`config.mk`:
```
export PLATFORM = sky130hd
export DESIGN_NAME = address_range_to_cidr_blocks_top_flat
export DESIGN_NICKNAME = d
export VERILOG_FILES = /design/src/design/rcb_pkg.sv /design/src/design/rcb_if.sv /design/src/design/rcb_front.sv /design/src/design/rcb_queue.sv /design/src/design/rcb_back.sv /design/src/design/address_range_to_cidr_blocks_top.sv /design/src/flat_wrapper.sv
export SDC_FILE = /design/constraint.sdc
export NUM_CORES = 1
export LEC_CHECK = 0
export BUFFER_PORTS_ARGS = -buffer_cell sky130_fd_sc_hd__buf_4
export CAP_MARGIN = 20
export CORE_ASPECT_RATIO = 0.7
export CORE_UTILIZATION = 62
export DETAILED_ROUTE_END_ITERATION = 10
export MAX_ROUTING_LAYER = met4
export PLACE_DENSITY = 0.9
export SETUP_SLACK_MARGIN = 0.3
export SKIP_CTS_REPAIR_TIMING = 1
export SLEW_MARGIN = 25
export SYNTH_ARGS = -nofsm -noshare
export SYNTH_HDL_FRONTEND = slang
export SYNTH_SLANG_ARGS = --single-unit
export TNS_END_PERCENT = 10
```
`constraint.sdc`:
```
create_clock -name clock -period 9.15 [get_ports clock]
set_input_delay 0.915 -clock clock [delete_from_list [all_inputs] [get_ports clock]]
set_output_delay 0.915 -clock clock [all_outputs]
set_load 0.03 [all_outputs]
```
`src/design/rcb_pkg.sv`:
```
// Shared types, constants and a helper function for the address range to CIDR block decomposer.
// No dependencies.
`default_nettype none
package rcb_pkg;

   localparam int ADDR_W            = 32;
   localparam int CNT_W             = 33;
   localparam int PFX_W             = 6;
   localparam int QUEUE_DEPTH_DEF   = 2;

   typedef struct packed {
      logic [ADDR_W-1:0] start_address;
      logic [CNT_W-1:0]  address_count;
      logic              range_error;
   } rcb_item_type;

   typedef enum logic [1:0] {
      S_IDLE = 2'b01,
      S_RUN  = 2'b10
   } rcb_state_type;

   function automatic logic [PFX_W-1:0] prefix_of(input logic [CNT_W-1:0] blk);
      logic [PFX_W-1:0] k;
      k = '0;
      for (int i = 0; i < CNT_W; i++) begin
         if (blk[i]) begin
            k = PFX_W'(i);
         end
      end
      return PFX_W'(ADDR_W) - k;
   endfunction

endpackage
`default_nettype wire

```
`src/design/rcb_if.sv`:
```
// Valid/ready channel interfaces for the request and response sides.
// Depends on rcb_pkg for field widths.
`default_nettype none
interface rcb_req_if import rcb_pkg::*; ();
   logic              valid;
   logic              ready;
   logic [ADDR_W-1:0] start_address;
   logic [CNT_W-1:0]  address_count;

   modport source (output valid, start_address, address_count, input ready);
   modport sink   (input valid, start_address, address_count, output ready);
endinterface

interface rcb_rsp_if import rcb_pkg::*; ();
   logic              valid;
   logic              ready;
   logic [ADDR_W-1:0] block_address;
   logic [PFX_W-1:0]  prefix_length;
   logic              range_error;
   logic              last_block;

   modport source (output valid, block_address, prefix_length, range_error, last_block,
                   input ready);
   modport sink   (input valid, block_address, prefix_length, range_error, last_block,
                   output ready);
endinterface
`default_nettype wire

```
`src/design/rcb_front.sv`:
```
// Front end: accepts requests and classifies each range as valid or in error (empty or past the end).
// Depends on rcb_pkg and rcb_req_if.
`default_nettype none
module rcb_front
   import rcb_pkg::*;
(
   rcb_req_if.sink      req_ch,
   input  logic         q_ready,
   output logic         q_valid,
   output rcb_item_type q_item
);

   logic [CNT_W:0] range_end;

   assign range_end = {1'b0, CNT_W'(req_ch.start_address)} + {1'b0, req_ch.address_count};

   assign req_ch.ready         = q_ready;
   assign q_valid              = req_ch.valid;
   assign q_item.start_address = req_ch.start_address;
   assign q_item.address_count = req_ch.address_count;
   assign q_item.range_error   = (req_ch.address_count == '0) ||
                                 (range_end > (CNT_W+1)'(1) << ADDR_W);

endmodule
`default_nettype wire

```
`src/design/rcb_queue.sv`:
```
// Short queue between the front and back ends.
// Depends on rcb_pkg.
`default_nettype none
module rcb_queue
   import rcb_pkg::*;
#(
   parameter int DEPTH = QUEUE_DEPTH_DEF
) (
   input  logic         clock,
   input  logic         reset,
   input  logic         push_valid,
   output logic         push_ready,
   input  rcb_item_type push_item,
   output logic         pop_valid,
   input  logic         pop_ready,
   output rcb_item_type pop_item
);

   localparam int PTR_W = (DEPTH > 1) ? $clog2(DEPTH) : 1;
   localparam int CNT_QW = $clog2(DEPTH + 1);

   rcb_item_type      mem_ff [DEPTH];
   logic [PTR_W-1:0]  wr_ptr_ff, wr_ptr_in;
   logic [PTR_W-1:0]  rd_ptr_ff, rd_ptr_in;
   logic [CNT_QW-1:0] fill_ff, fill_in;
   logic              push, pop;

   assign push_ready = (fill_ff != CNT_QW'(DEPTH));
   assign pop_valid  = (fill_ff != '0);
   assign pop_item   = mem_ff[rd_ptr_ff];
   assign push       = push_valid && push_ready;
   assign pop        = pop_valid && pop_ready;

   always_comb begin
      wr_ptr_in = wr_ptr_ff;
      rd_ptr_in = rd_ptr_ff;
      fill_in   = fill_ff;
      if (push) begin
         wr_ptr_in = (wr_ptr_ff == PTR_W'(DEPTH - 1)) ? '0 : wr_ptr_ff + 1'b1;
      end
      if (pop) begin
         rd_ptr_in = (rd_ptr_ff == PTR_W'(DEPTH - 1)) ? '0 : rd_ptr_ff + 1'b1;
      end
      if (push && !pop) begin
         fill_in = fill_ff + 1'b1;
      end else if (pop && !push) begin
         fill_in = fill_ff - 1'b1;
      end
   end

   always_ff @(posedge clock) begin
      if (push) begin
         mem_ff[wr_ptr_ff] <= push_item;
      end
   end

   always_ff @(posedge clock) begin
      if (reset) begin
         wr_ptr_ff <= '0;
         rd_ptr_ff <= '0;
         fill_ff   <= '0;
      end else begin
         wr_ptr_ff <= wr_ptr_in;
         rd_ptr_ff <= rd_ptr_in;
         fill_ff   <= fill_in;
      end
   end

endmodule
`default_nettype wire

```
`src/design/rcb_back.sv`:
```
// Back end: walks one range and emits one aligned CIDR block per cycle while not stalled.
// Depends on rcb_pkg and rcb_rsp_if.
`default_nettype none
module rcb_back
   import rcb_pkg::*;
(
   input  logic         clock,
   input  logic         reset,
   input  logic         q_valid,
   output logic         q_ready,
   input  rcb_item_type q_item,
   rcb_rsp_if.source    rsp_ch
);

   rcb_state_type     state_ff, state_in;
   logic [ADDR_W-1:0] cur_ff, cur_in;
   logic [CNT_W-1:0]  rem_ff, rem_in;
   logic              err_ff, err_in;

   logic              out_valid_ff, out_valid_in;
   logic [ADDR_W-1:0] out_addr_ff, out_addr_in;
   logic [PFX_W-1:0]  out_pfx_ff, out_pfx_in;
   logic              out_err_ff, out_err_in;
   logic              out_last_ff, out_last_in;

   logic              advance;
   logic [CNT_W-1:0]  cur_ext, low_bit, smear, top_bit, blk;

   assign advance = !out_valid_ff || rsp_ch.ready;
   assign q_ready = (state_ff == S_IDLE);
   assign cur_ext = CNT_W'(cur_ff);

   always_comb begin
      low_bit = cur_ext & (~cur_ext + 1'b1);
      if (cur_ff == '0) begin
         low_bit = CNT_W'(1) << ADDR_W;
      end
      smear = rem_ff;
      for (int s = 1; s < CNT_W; s = s * 2) begin
         smear = smear | (smear >> s);
      end
      top_bit = smear & ~(smear >> 1);
      blk     = (low_bit < top_bit) ? low_bit : top_bit;
   end

   always_comb begin
      state_in     = state_ff;
      cur_in       = cur_ff;
      rem_in       = rem_ff;
      err_in       = err_ff;
      out_valid_in = out_valid_ff;
      out_addr_in  = out_addr_ff;
      out_pfx_in   = out_pfx_ff;
      out_err_in   = out_err_ff;
      out_last_in  = out_last_ff;
      if (advance) begin
         out_valid_in = 1'b0;
      end
      unique case (state_ff)
         S_IDLE: begin
            if (q_valid) begin
               cur_in   = q_item.start_address;
               rem_in   = q_item.address_count;
               err_in   = q_item.range_error;
               state_in = S_RUN;
            end
         end
         S_RUN: begin
            if (advance) begin
               out_valid_in = 1'b1;
               if (err_ff) begin
                  out_addr_in = '0;
                  out_pfx_in  = '0;
                  out_err_in  = 1'b1;
                  out_last_in = 1'b1;
                  state_in    = S_IDLE;
               end else begin
                  out_addr_in = cur_ff;
                  out_pfx_in  = prefix_of(blk);
                  out_err_in  = 1'b0;
                  out_last_in = (rem_ff == blk);
                  cur_in      = cur_ff + blk[ADDR_W-1:0];
                  rem_in      = rem_ff - blk;
                  if (rem_ff == blk) begin
                     state_in = S_IDLE;
                  end
               end
            end
         end
         default: state_in = S_IDLE;
      endcase
   end

   always_ff @(posedge clock) begin
      cur_ff      <= cur_in;
      rem_ff      <= rem_in;
      err_ff      <= err_in;
      out_addr_ff <= out_addr_in;
      out_pfx_ff  <= out_pfx_in;
      out_err_ff  <= out_err_in;
      out_last_ff <= out_last_in;
   end

   always_ff @(posedge clock) begin
      if (reset) begin
         state_ff     <= S_IDLE;
         out_valid_ff <= 1'b0;
      end else begin
         state_ff     <= state_in;
         out_valid_ff <= out_valid_in;
      end
   end

   assign rsp_ch.valid         = out_valid_ff;
   assign rsp_ch.block_address = out_addr_ff;
   assign rsp_ch.prefix_length = out_pfx_ff;
   assign rsp_ch.range_error   = out_err_ff;
   assign rsp_ch.last_block    = out_last_ff;

endmodule
`default_nettype wire

```
`src/design/address_range_to_cidr_blocks_top.sv`:
```
// Address range to CIDR block decomposer, top level.
// Path: a request passes through the queue and the back end's range registers to its output register.
// Throughput: one block per cycle while the response channel is not stalled; the single block
// generator takes no new range until it has emitted the last block of the current one.
// Reset: synchronous, active high; empties the queue and drops any range in progress.
// Depends on rcb_pkg, rcb_if, rcb_front, rcb_queue, rcb_back.
`default_nettype none
module address_range_to_cidr_blocks_top
   import rcb_pkg::*;
#(
   parameter int QUEUE_DEPTH = QUEUE_DEPTH_DEF
) (
   input  wire logic clock,
   input  wire logic reset,
   rcb_req_if.sink   req_ch,
   rcb_rsp_if.source rsp_ch
);

   logic         push_valid, push_ready;
   rcb_item_type push_item;
   logic         pop_valid, pop_ready;
   rcb_item_type pop_item;

   rcb_front u_front (
      .req_ch  (req_ch),
      .q_ready (push_ready),
      .q_valid (push_valid),
      .q_item  (push_item)
   );

   rcb_queue #(.DEPTH(QUEUE_DEPTH)) u_queue (
      .clock      (clock),
      .reset      (reset),
      .push_valid (push_valid),
      .push_ready (push_ready),
      .push_item  (push_item),
      .pop_valid  (pop_valid),
      .pop_ready  (pop_ready),
      .pop_item   (pop_item)
   );

   rcb_back u_back (
      .clock   (clock),
      .reset   (reset),
      .q_valid (pop_valid),
      .q_ready (pop_ready),
      .q_item  (pop_item),
      .rsp_ch  (rsp_ch)
   );

endmodule
`default_nettype wire
```
`src/flat_wrapper.sv`:
```
// flat-port wrapper written by rule: the top's interface ports become plain ports
module address_range_to_cidr_blocks_top_flat import rcb_pkg::*;
#(
   parameter int QUEUE_DEPTH = QUEUE_DEPTH_DEF
)
  (clock, reset, req_ch_valid, req_ch_start_address, req_ch_address_count, req_ch_ready, rsp_ch_valid, rsp_ch_block_address, rsp_ch_prefix_length, rsp_ch_range_error, rsp_ch_last_block, rsp_ch_ready);
  rcb_req_if req_ch_i ();
  rcb_rsp_if rsp_ch_i ();
  input  wire logic clock;
  input  wire logic reset;
  input wire logic [$bits(req_ch_i.valid)-1:0] req_ch_valid;
  input wire logic [$bits(req_ch_i.start_address)-1:0] req_ch_start_address;
  input wire logic [$bits(req_ch_i.address_count)-1:0] req_ch_address_count;
  output wire logic [$bits(req_ch_i.ready)-1:0] req_ch_ready;
  output wire logic [$bits(rsp_ch_i.valid)-1:0] rsp_ch_valid;
  output wire logic [$bits(rsp_ch_i.block_address)-1:0] rsp_ch_block_address;
  output wire logic [$bits(rsp_ch_i.prefix_length)-1:0] rsp_ch_prefix_length;
  output wire logic [$bits(rsp_ch_i.range_error)-1:0] rsp_ch_range_error;
  output wire logic [$bits(rsp_ch_i.last_block)-1:0] rsp_ch_last_block;
  input wire logic [$bits(rsp_ch_i.ready)-1:0] rsp_ch_ready;
  assign req_ch_i.valid = req_ch_valid;
  assign req_ch_i.start_address = req_ch_start_address;
  assign req_ch_i.address_count = req_ch_address_count;
  assign req_ch_ready = req_ch_i.ready;
  assign rsp_ch_valid = rsp_ch_i.valid;
  assign rsp_ch_block_address = rsp_ch_i.block_address;
  assign rsp_ch_prefix_length = rsp_ch_i.prefix_length;
  assign rsp_ch_range_error = rsp_ch_i.range_error;
  assign rsp_ch_last_block = rsp_ch_i.last_block;
  assign rsp_ch_i.ready = rsp_ch_ready;
  address_range_to_cidr_blocks_top #(.QUEUE_DEPTH(QUEUE_DEPTH)) u_core (.clock(clock), .reset(reset), .req_ch(req_ch_i), .rsp_ch(rsp_ch_i));
endmodule
```
# ---- Word level (Yosys, flattened, before mapping)
# Memory sizes are Yosys's and may differ from the RTL's. A register that Yosys moved wholly into a read port is not among the register bits.
# Index checks and enable logic that the tools add are counted.
dict set report classes {
  add_sub_neg 9
  n_lt_le_gt_ge 2
  n_eq_ne 8
  muxes 62
  n_bitwise 10
  reduce_logical 18
}
# op n
set op_table {}
lappend op_table {{6-bit 2-to-1 mux} 34}
lappend op_table {{33-bit 2-to-1 mux} 5}
lappend op_table {{32-bit 2-to-1 mux} 3}
lappend op_table {{32-bit NOT with 33-bit output} 2}
lappend op_table {{33-bit case mux with 2 select lines} 1}
lappend op_table {{32-bit case mux with 2 select lines} 1}
lappend op_table {{32-bit by 33-bit adder with 34-bit output} 1}
lappend op_table {{34-bit by 33-bit greater-than comparator with 1-bit output (second input constant)} 1}
lappend op_table {{33-bit by 1-bit adder with 33-bit output (second input constant)} 1}
lappend op_table {{32-bit by 33-bit bitwise AND with 33-bit output} 1}
lappend op_table {{33-bit bitwise AND} 1}
lappend op_table {{33-bit equality test} 1}
lappend op_table {{33-bit zero test} 1}
lappend op_table {{33-bit < comparator} 1}
lappend op_table {{33-bit by 1-bit OR with 33-bit output} 1}
lappend op_table {{33-bit by 17-bit OR with 33-bit output} 1}
lappend op_table {{33-bit by 25-bit OR with 33-bit output} 1}
lappend op_table {{33-bit by 29-bit OR with 33-bit output} 1}
lappend op_table {{33-bit by 31-bit OR with 33-bit output} 1}
lappend op_table {{33-bit by 32-bit OR with 33-bit output} 1}
lappend op_table {{33-bit subtractor} 1}
lappend op_table {{32-bit adder} 1}
lappend op_table {{32-bit zero test} 1}
lappend op_table {{2-bit 2-to-1 mux} 6}
lappend op_table {{other kinds (17)} 40}
dict set report word_totals {
  reg_bits 113
  ram_bits 132
  input_bits 69
  output_inout_bits 42
  elab_cells 122
  mem_count 1
}
# memory depth width rd rd_ports_with_merged_regs write_ports line_no
set memory_table {}
lappend memory_table {u_core.u_queue.mem_ff 2 66 1 1 1 rcb_queue.sv:22} ;# rcb_item_type mem_ff [DEPTH];

# ---- Logic depth before layout (Yosys ltp)
dict set report logic_depth {
  ltp_word 46
  mapped_depth 31
  ltp_nobuf 29
}

# ---- Hierarchy
# A second synthesis with hierarchy kept.
dict set report unflattened {
  hier_cells 1773
  hier_area_um2 17720.7
}
# module n_inst cells_each area_each_um2 seq_area_each_um2
set by_module_without_submodules {}
lappend by_module_without_submodules {rcb_back 1 1157 9995.8 3243.1}
lappend by_module_without_submodules {rcb_queue 1 229 4992.3 4063.9}
lappend by_module_without_submodules {rcb_front 1 387 2732.6 0.0}

# ---- Worst setup path after synthesis
# No wires, ideal clock.
dict set report synth_path {
  path_type {register -> register}
  start {register u_core.u_back.cur_ff[24]}
  end {register u_core.u_back.rem_ff[31], data pin}
  setup_time_ns 0.271
  arrival_time_ns 7.163
  slack_ns 1.716
  path_stages_with_launch 31
  n_path_buf 2
  path_cell_list {edfxtp_1 or4_1 or3_4 or4_4 and2_4 nor3b_4 and3_1 ha_1 nor4_1 o211ai_1 a221oi_1 o21ai_0 nor3_2 o21ai_1 a21oi_4 clkbuf_1 clkbuf_1 nand2_1 o21ai_0 inv_1 ha_1 nor2b_1 o21a_1 o21ai_0 a21oi_1 o2111a_1 nor2_1 a311oi_1 nor4_1 o311a_1 nor3_1}
}
dict set report synth_between {
  elab_chain_len 10
  word_cells_on_any_way 11
  classes_between {2 x add/sub; 1 x order compare; 5 x mux; 2 x bitwise; 1 x reduce/logical}
}
# item line_no
set synth_rtl {}
lappend synth_rtl {{from (decl)} rcb_back.sv:16} ;# logic [ADDR_W-1:0] cur_ff, cur_in;
lappend synth_rtl {{from (signal assigned)} rcb_back.sv:95} ;# cur_ff <= cur_in;
lappend synth_rtl {{32-bit NOT with 33-bit output} rcb_back.sv:34} ;# low_bit = cur_ext & (~cur_ext + 1'b1);
lappend synth_rtl {{33-bit by 1-bit adder with 33-bit output} rcb_back.sv:34}
lappend synth_rtl {{32-bit by 33-bit bitwise AND with 33-bit output} rcb_back.sv:34}
lappend synth_rtl {{33-bit 2-to-1 mux *} rcb_back.sv:35} ;# if (cur_ff == '0) begin
lappend synth_rtl {{33-bit < comparator} rcb_back.sv:43} ;# blk = (low_bit < top_bit) ? low_bit : top_bit;
lappend synth_rtl {{33-bit 2-to-1 mux *} rcb_back.sv:43}
lappend synth_rtl {{33-bit subtractor *} rcb_back.sv:83} ;# rem_in = rem_ff - blk;
lappend synth_rtl {{33-bit 2-to-1 mux *} rcb_back.sv:71} ;# if (err_ff) begin
lappend synth_rtl {{33-bit 2-to-1 mux *} rcb_back.sv:69} ;# if (advance) begin
lappend synth_rtl {{33-bit case mux with 2 select lines *} rcb_back.sv:59} ;# unique case (state_ff)
lappend synth_rtl {{via u_core.u_back.rem_in[31]} rcb_back.sv:17} ;# logic [CNT_W-1:0] rem_ff, rem_in;
lappend synth_rtl {{to (signal assigned)} rcb_back.sv:96} ;# rem_ff <= rem_in;
lappend synth_rtl {{to (decl)} rcb_back.sv:17}
# The timed path passes the listed nets; every way through them passes the cells marked *. The select of a mux whose other input is x is not followed.
# A chain may end at the register's enable or synchronous reset.

# ---- Final worst setup path
dict set report layout_path {
  start {register u_core.u_back.cur_ff[24]}
  end {register u_core.u_back.rem_ff[32], data pin}
}
# The elaborated chain is that of the path after synthesis.

==> run metrics <==
vias in the first global route 12.87k; outcome complete, no violations; initial antenna violation count 3; Fillers 1895; Setup Crit Path Kind reg2reg; hpwl dp 36210 um; Longest Clk Path Bufs 3; xor/xnor share of the synthesized area 3.141%; Vert. Die Dim 138.3 um; Worst-Skew Late Latency 0.56 ns; grt total ovfl 0; Synth-to-Final Area Change 12.80%; Finished Layout Cells 2126; Hold Fails Final Rpt 0; reg2reg path depth 29; largest family of logic cells by synthesized area simple AND/OR/NAND/NOR gates; Max stage delay on crit path 0.57 ns; sequential cell area 7311 um2; # rows 49; core area 25870 um2; Sink Count 246; antenna-violating nets left 0; number of buffers created by CTS 25; gpl congestion 1.036; Routed WL per cell 22.32 um; fmax 0.1187 GHz; RSZ-0062 raised after global routing no; Cells after DPL 2078; Clk pin slew, worst setup/hold paths 0.06 ns; Post-Route WL 47450 um; MaxCap Viol Count 0; nets 1950; setup_tns 0 ns; area occupied by multi-input gates 8695 um2; PwrDens 298.8 nW/um2; minimum clock period 8.425 ns; Worst setup SP type flip-flop; min-delay worst type reg2reg; CP Data Required Time 9.43 ns; Synth warnings 0; first-pass GRT wire length 72680 um; Slew HR 35.93%; syn nets 1843; root buf cell clkbuf_16; I/O Pins 111; Die W 196.7 um; Worst Tran Pin Value 0.9610 ns; drt pass-1 iters 8; max-slew violation count 0; Synth Register Bits 246; Synth Area in Compound Gates 17.12%; worst setup path startpoint u_core.u_back.cur_ff[24]; most frequent cells in the layout 238 x edfxtp_1, 136 x nand2_1, 128 x ha_1, 121 x o21ai_0, 119 x buf_4; Post-synth EDFFs 238; CTS H-tree depth 1; ant diodes 0; Slowest cell on crit path or4_1; reg2reg start u_core.u_back.cur_ff[24]; DR vias 14.03k; Worst R2R End u_core.u_back.rem_ff[32]; CTS tree yes; Hold Crit Depth 2; Data arrival, critical path 8.71 ns; gr usage total 35.74%; r2r setup slk 0.73 ns; largest net degree at the start of global routing 67; Final Setup Violations 0; CP endpoint u_core.u_back.rem_ff[32]; Post-Syn Area 16450 um2; skew final 0.01784 ns; 1st-iter DRT viols 2001; post-synthesis sequential area ratio 44.41%; post-route clock period utilization 92.07%; Netlist cell types 78; # DRC 0; FFs w/ async S/R, synth 0%; Pleak 7.118 nW; Max IR drop VDD 0.0001854 V; Layout Utilization 71.73%; Initial Utilization 63.59%; commonest non-fill, non-tap cell in the layout edfxtp_1; post-synthesis adder-cell area fraction 10.10%; Post-Syn Instances 1643; Avg Cell Area, Syn 10.01 um2; layout cells sized above 1 11.25%; crit path max fanout 51; PortBufs 110; mux contribution to synthesized area 3.970%; Top FF cell, synth edfxtp_1; Crit. End Element flip-flop; DIE AREA 27200 um2; CP dominant cell by count o21ai_0; simple-gate portion of the synthesized area 18.20%; vias per cell 6.601
-- kinds of logic after synthesis --
kind of cell | after synthesis
fa+ha+maj | 131
compound gates | 436
xor+xnor | 59
buf+inv | 134
simple gates | 573
mux | 64
flops | 246
-- registers in the layout (all words and copies together), names as in the netlist, named ones only --
signal                              cells
u_core.u_back.err_ff                    1
u_core.u_back.state_ff                  2
u_core.u_back.rsp_ch.prefix_length      6
u_core.u_back.rem_ff                   33
u_core.u_back.rsp_ch.range_error        1
u_core.u_queue.rd_ptr_ff                1
u_core.u_back.rsp_ch.last_block         1
u_core.u_queue.wr_ptr_ff                1
u_core.u_back.rsp_ch.block_address     32
u_core.u_back.cur_ff                   32
u_core.u_queue.mem_ff                 132
u_core.u_queue.fill_ff                  2
-- cell usage after synthesis, types with 6 or more instances --
library cell / number / area, um2
a211oi_1: 26 / 195.2
a21oi_1: 104 / 520.5
nor4b_1: 6 / 52.55
a21o_1: 37 / 277.8
nor3b_1: 6 / 45.04
and3_1: 29 / 181.4
o21a_1: 18 / 135.1
mux2i_1: 56 / 560.5
o21bai_1: 19 / 142.6
a221oi_1: 6 / 52.55
nor3_1: 40 / 200.2
nand3_1: 45 / 225.2
nand2_1: 136 / 510.5
clkbuf_1: 32 / 120.1
xnor2_1: 41 / 359.1
nor2_1: 121 / 454.2
a2111oi_0: 10 / 87.58
ha_1: 128 / 1602
or3_1: 8 / 50.05
nand3b_1: 9 / 67.56
nand4b_1: 6 / 52.55
nand2b_1: 14 / 87.58
nand4_1: 20 / 125.1
edfxtp_1: 238 / 7147
or4_1: 12 / 90.09
and2_1: 13 / 81.33
xor2_1: 18 / 157.7
a211o_1: 7 / 61.31
nor2b_1: 54 / 337.8
mux2_2: 7 / 78.83
inv_1: 92 / 345.3
o211ai_1: 7 / 52.55
o22ai_1: 6 / 37.54
dfxtp_1: 8 / 160.2
buf_1: 10 / 37.54
a31oi_1: 14 / 87.58
o21ai_0: 121 / 605.6
o31ai_1: 10 / 75.07
nor4_1: 29 / 181.4
-- layer usage --
metal | GRT usage (%) | vias to the layer above | routed length, um
met4 | 9.262 | 0 | 1445
met5 | - | - | 0
met3 | 6.367 | 102 | 5442
li1 | - | 6458 | -
met1 | 54.05 | 6618 | 21080
met2 | 49.23 | 856 | 19470
-- report_power, final --
group	internal (mW)	switching [mW]
clock network	0.601	0.441
registers	1.67	0.294
logic	0.949	1.59
total	3.22	2.33
-- per-stage QoR --
| step | hold slack (ns) | cell area [um2] | power (mW) | worst slack (ns) |
|---|---|---|---|---|
| after floorplan | 0.4655 | 16450 | 3.692 | 1.716 |
| after global placement | 0.4877 | 17680 | 4.330 | 0.9765 |
| after detailed placement | 0.5075 | 17680 | 4.395 | 0.7626 |
| after CTS | 0.5157 | 18520 | 5.454 | 0.7252 |
| after global routing | 0.5322 | 18560 | 5.837 | 0.3143 |
| final | 0.5196 | 18560 | 5.544 | 0.7254 |
-- worst min path at each step --
stage                                    from                   endpoint  slack [ns]
global placement     u_core.u_queue.rd_ptr_ff   u_core.u_queue.rd_ptr_ff        0.49
floorplan           u_core.u_queue.fill_ff[1]  u_core.u_queue.fill_ff[1]        0.47
detailed placement  u_core.u_queue.fill_ff[1]  u_core.u_queue.fill_ff[1]        0.51
CTS                 u_core.u_queue.fill_ff[1]  u_core.u_queue.fill_ff[1]        0.52
finish              u_core.u_queue.fill_ff[1]  u_core.u_queue.fill_ff[1]        0.52
global route        u_core.u_queue.fill_ff[1]  u_core.u_queue.fill_ff[1]        0.53
-- critical path: cells and delay by family (launching register included) --
family                     cells  cell delay, ns
buffers and inverters          2            0.42
and+or+nand+nor               11            3.27
adders and majority gates      2            0.56
DFF                            1            0.51
AOI/OAI and AO/OA             13            3.18
xor gates and xnor gates       1            0.18
-- area by class of cell --
| class | instances | share of cell area (%) |
|---|---|---|
| Multi-Input combinational cell | 1264 | 46.85 |
| Sequential cell | 246 | 39.39 |
| Timing Repair Buffer | 121 | 5.003 |
| Clock buffer | 31 | 3.546 |
| Tap cell | 357 | 2.407 |
| Inverter | 92 | 1.861 |
| Clock inverter | 15 | 0.9372 |
No activity file was read; power rests on OpenSTA's default activity.
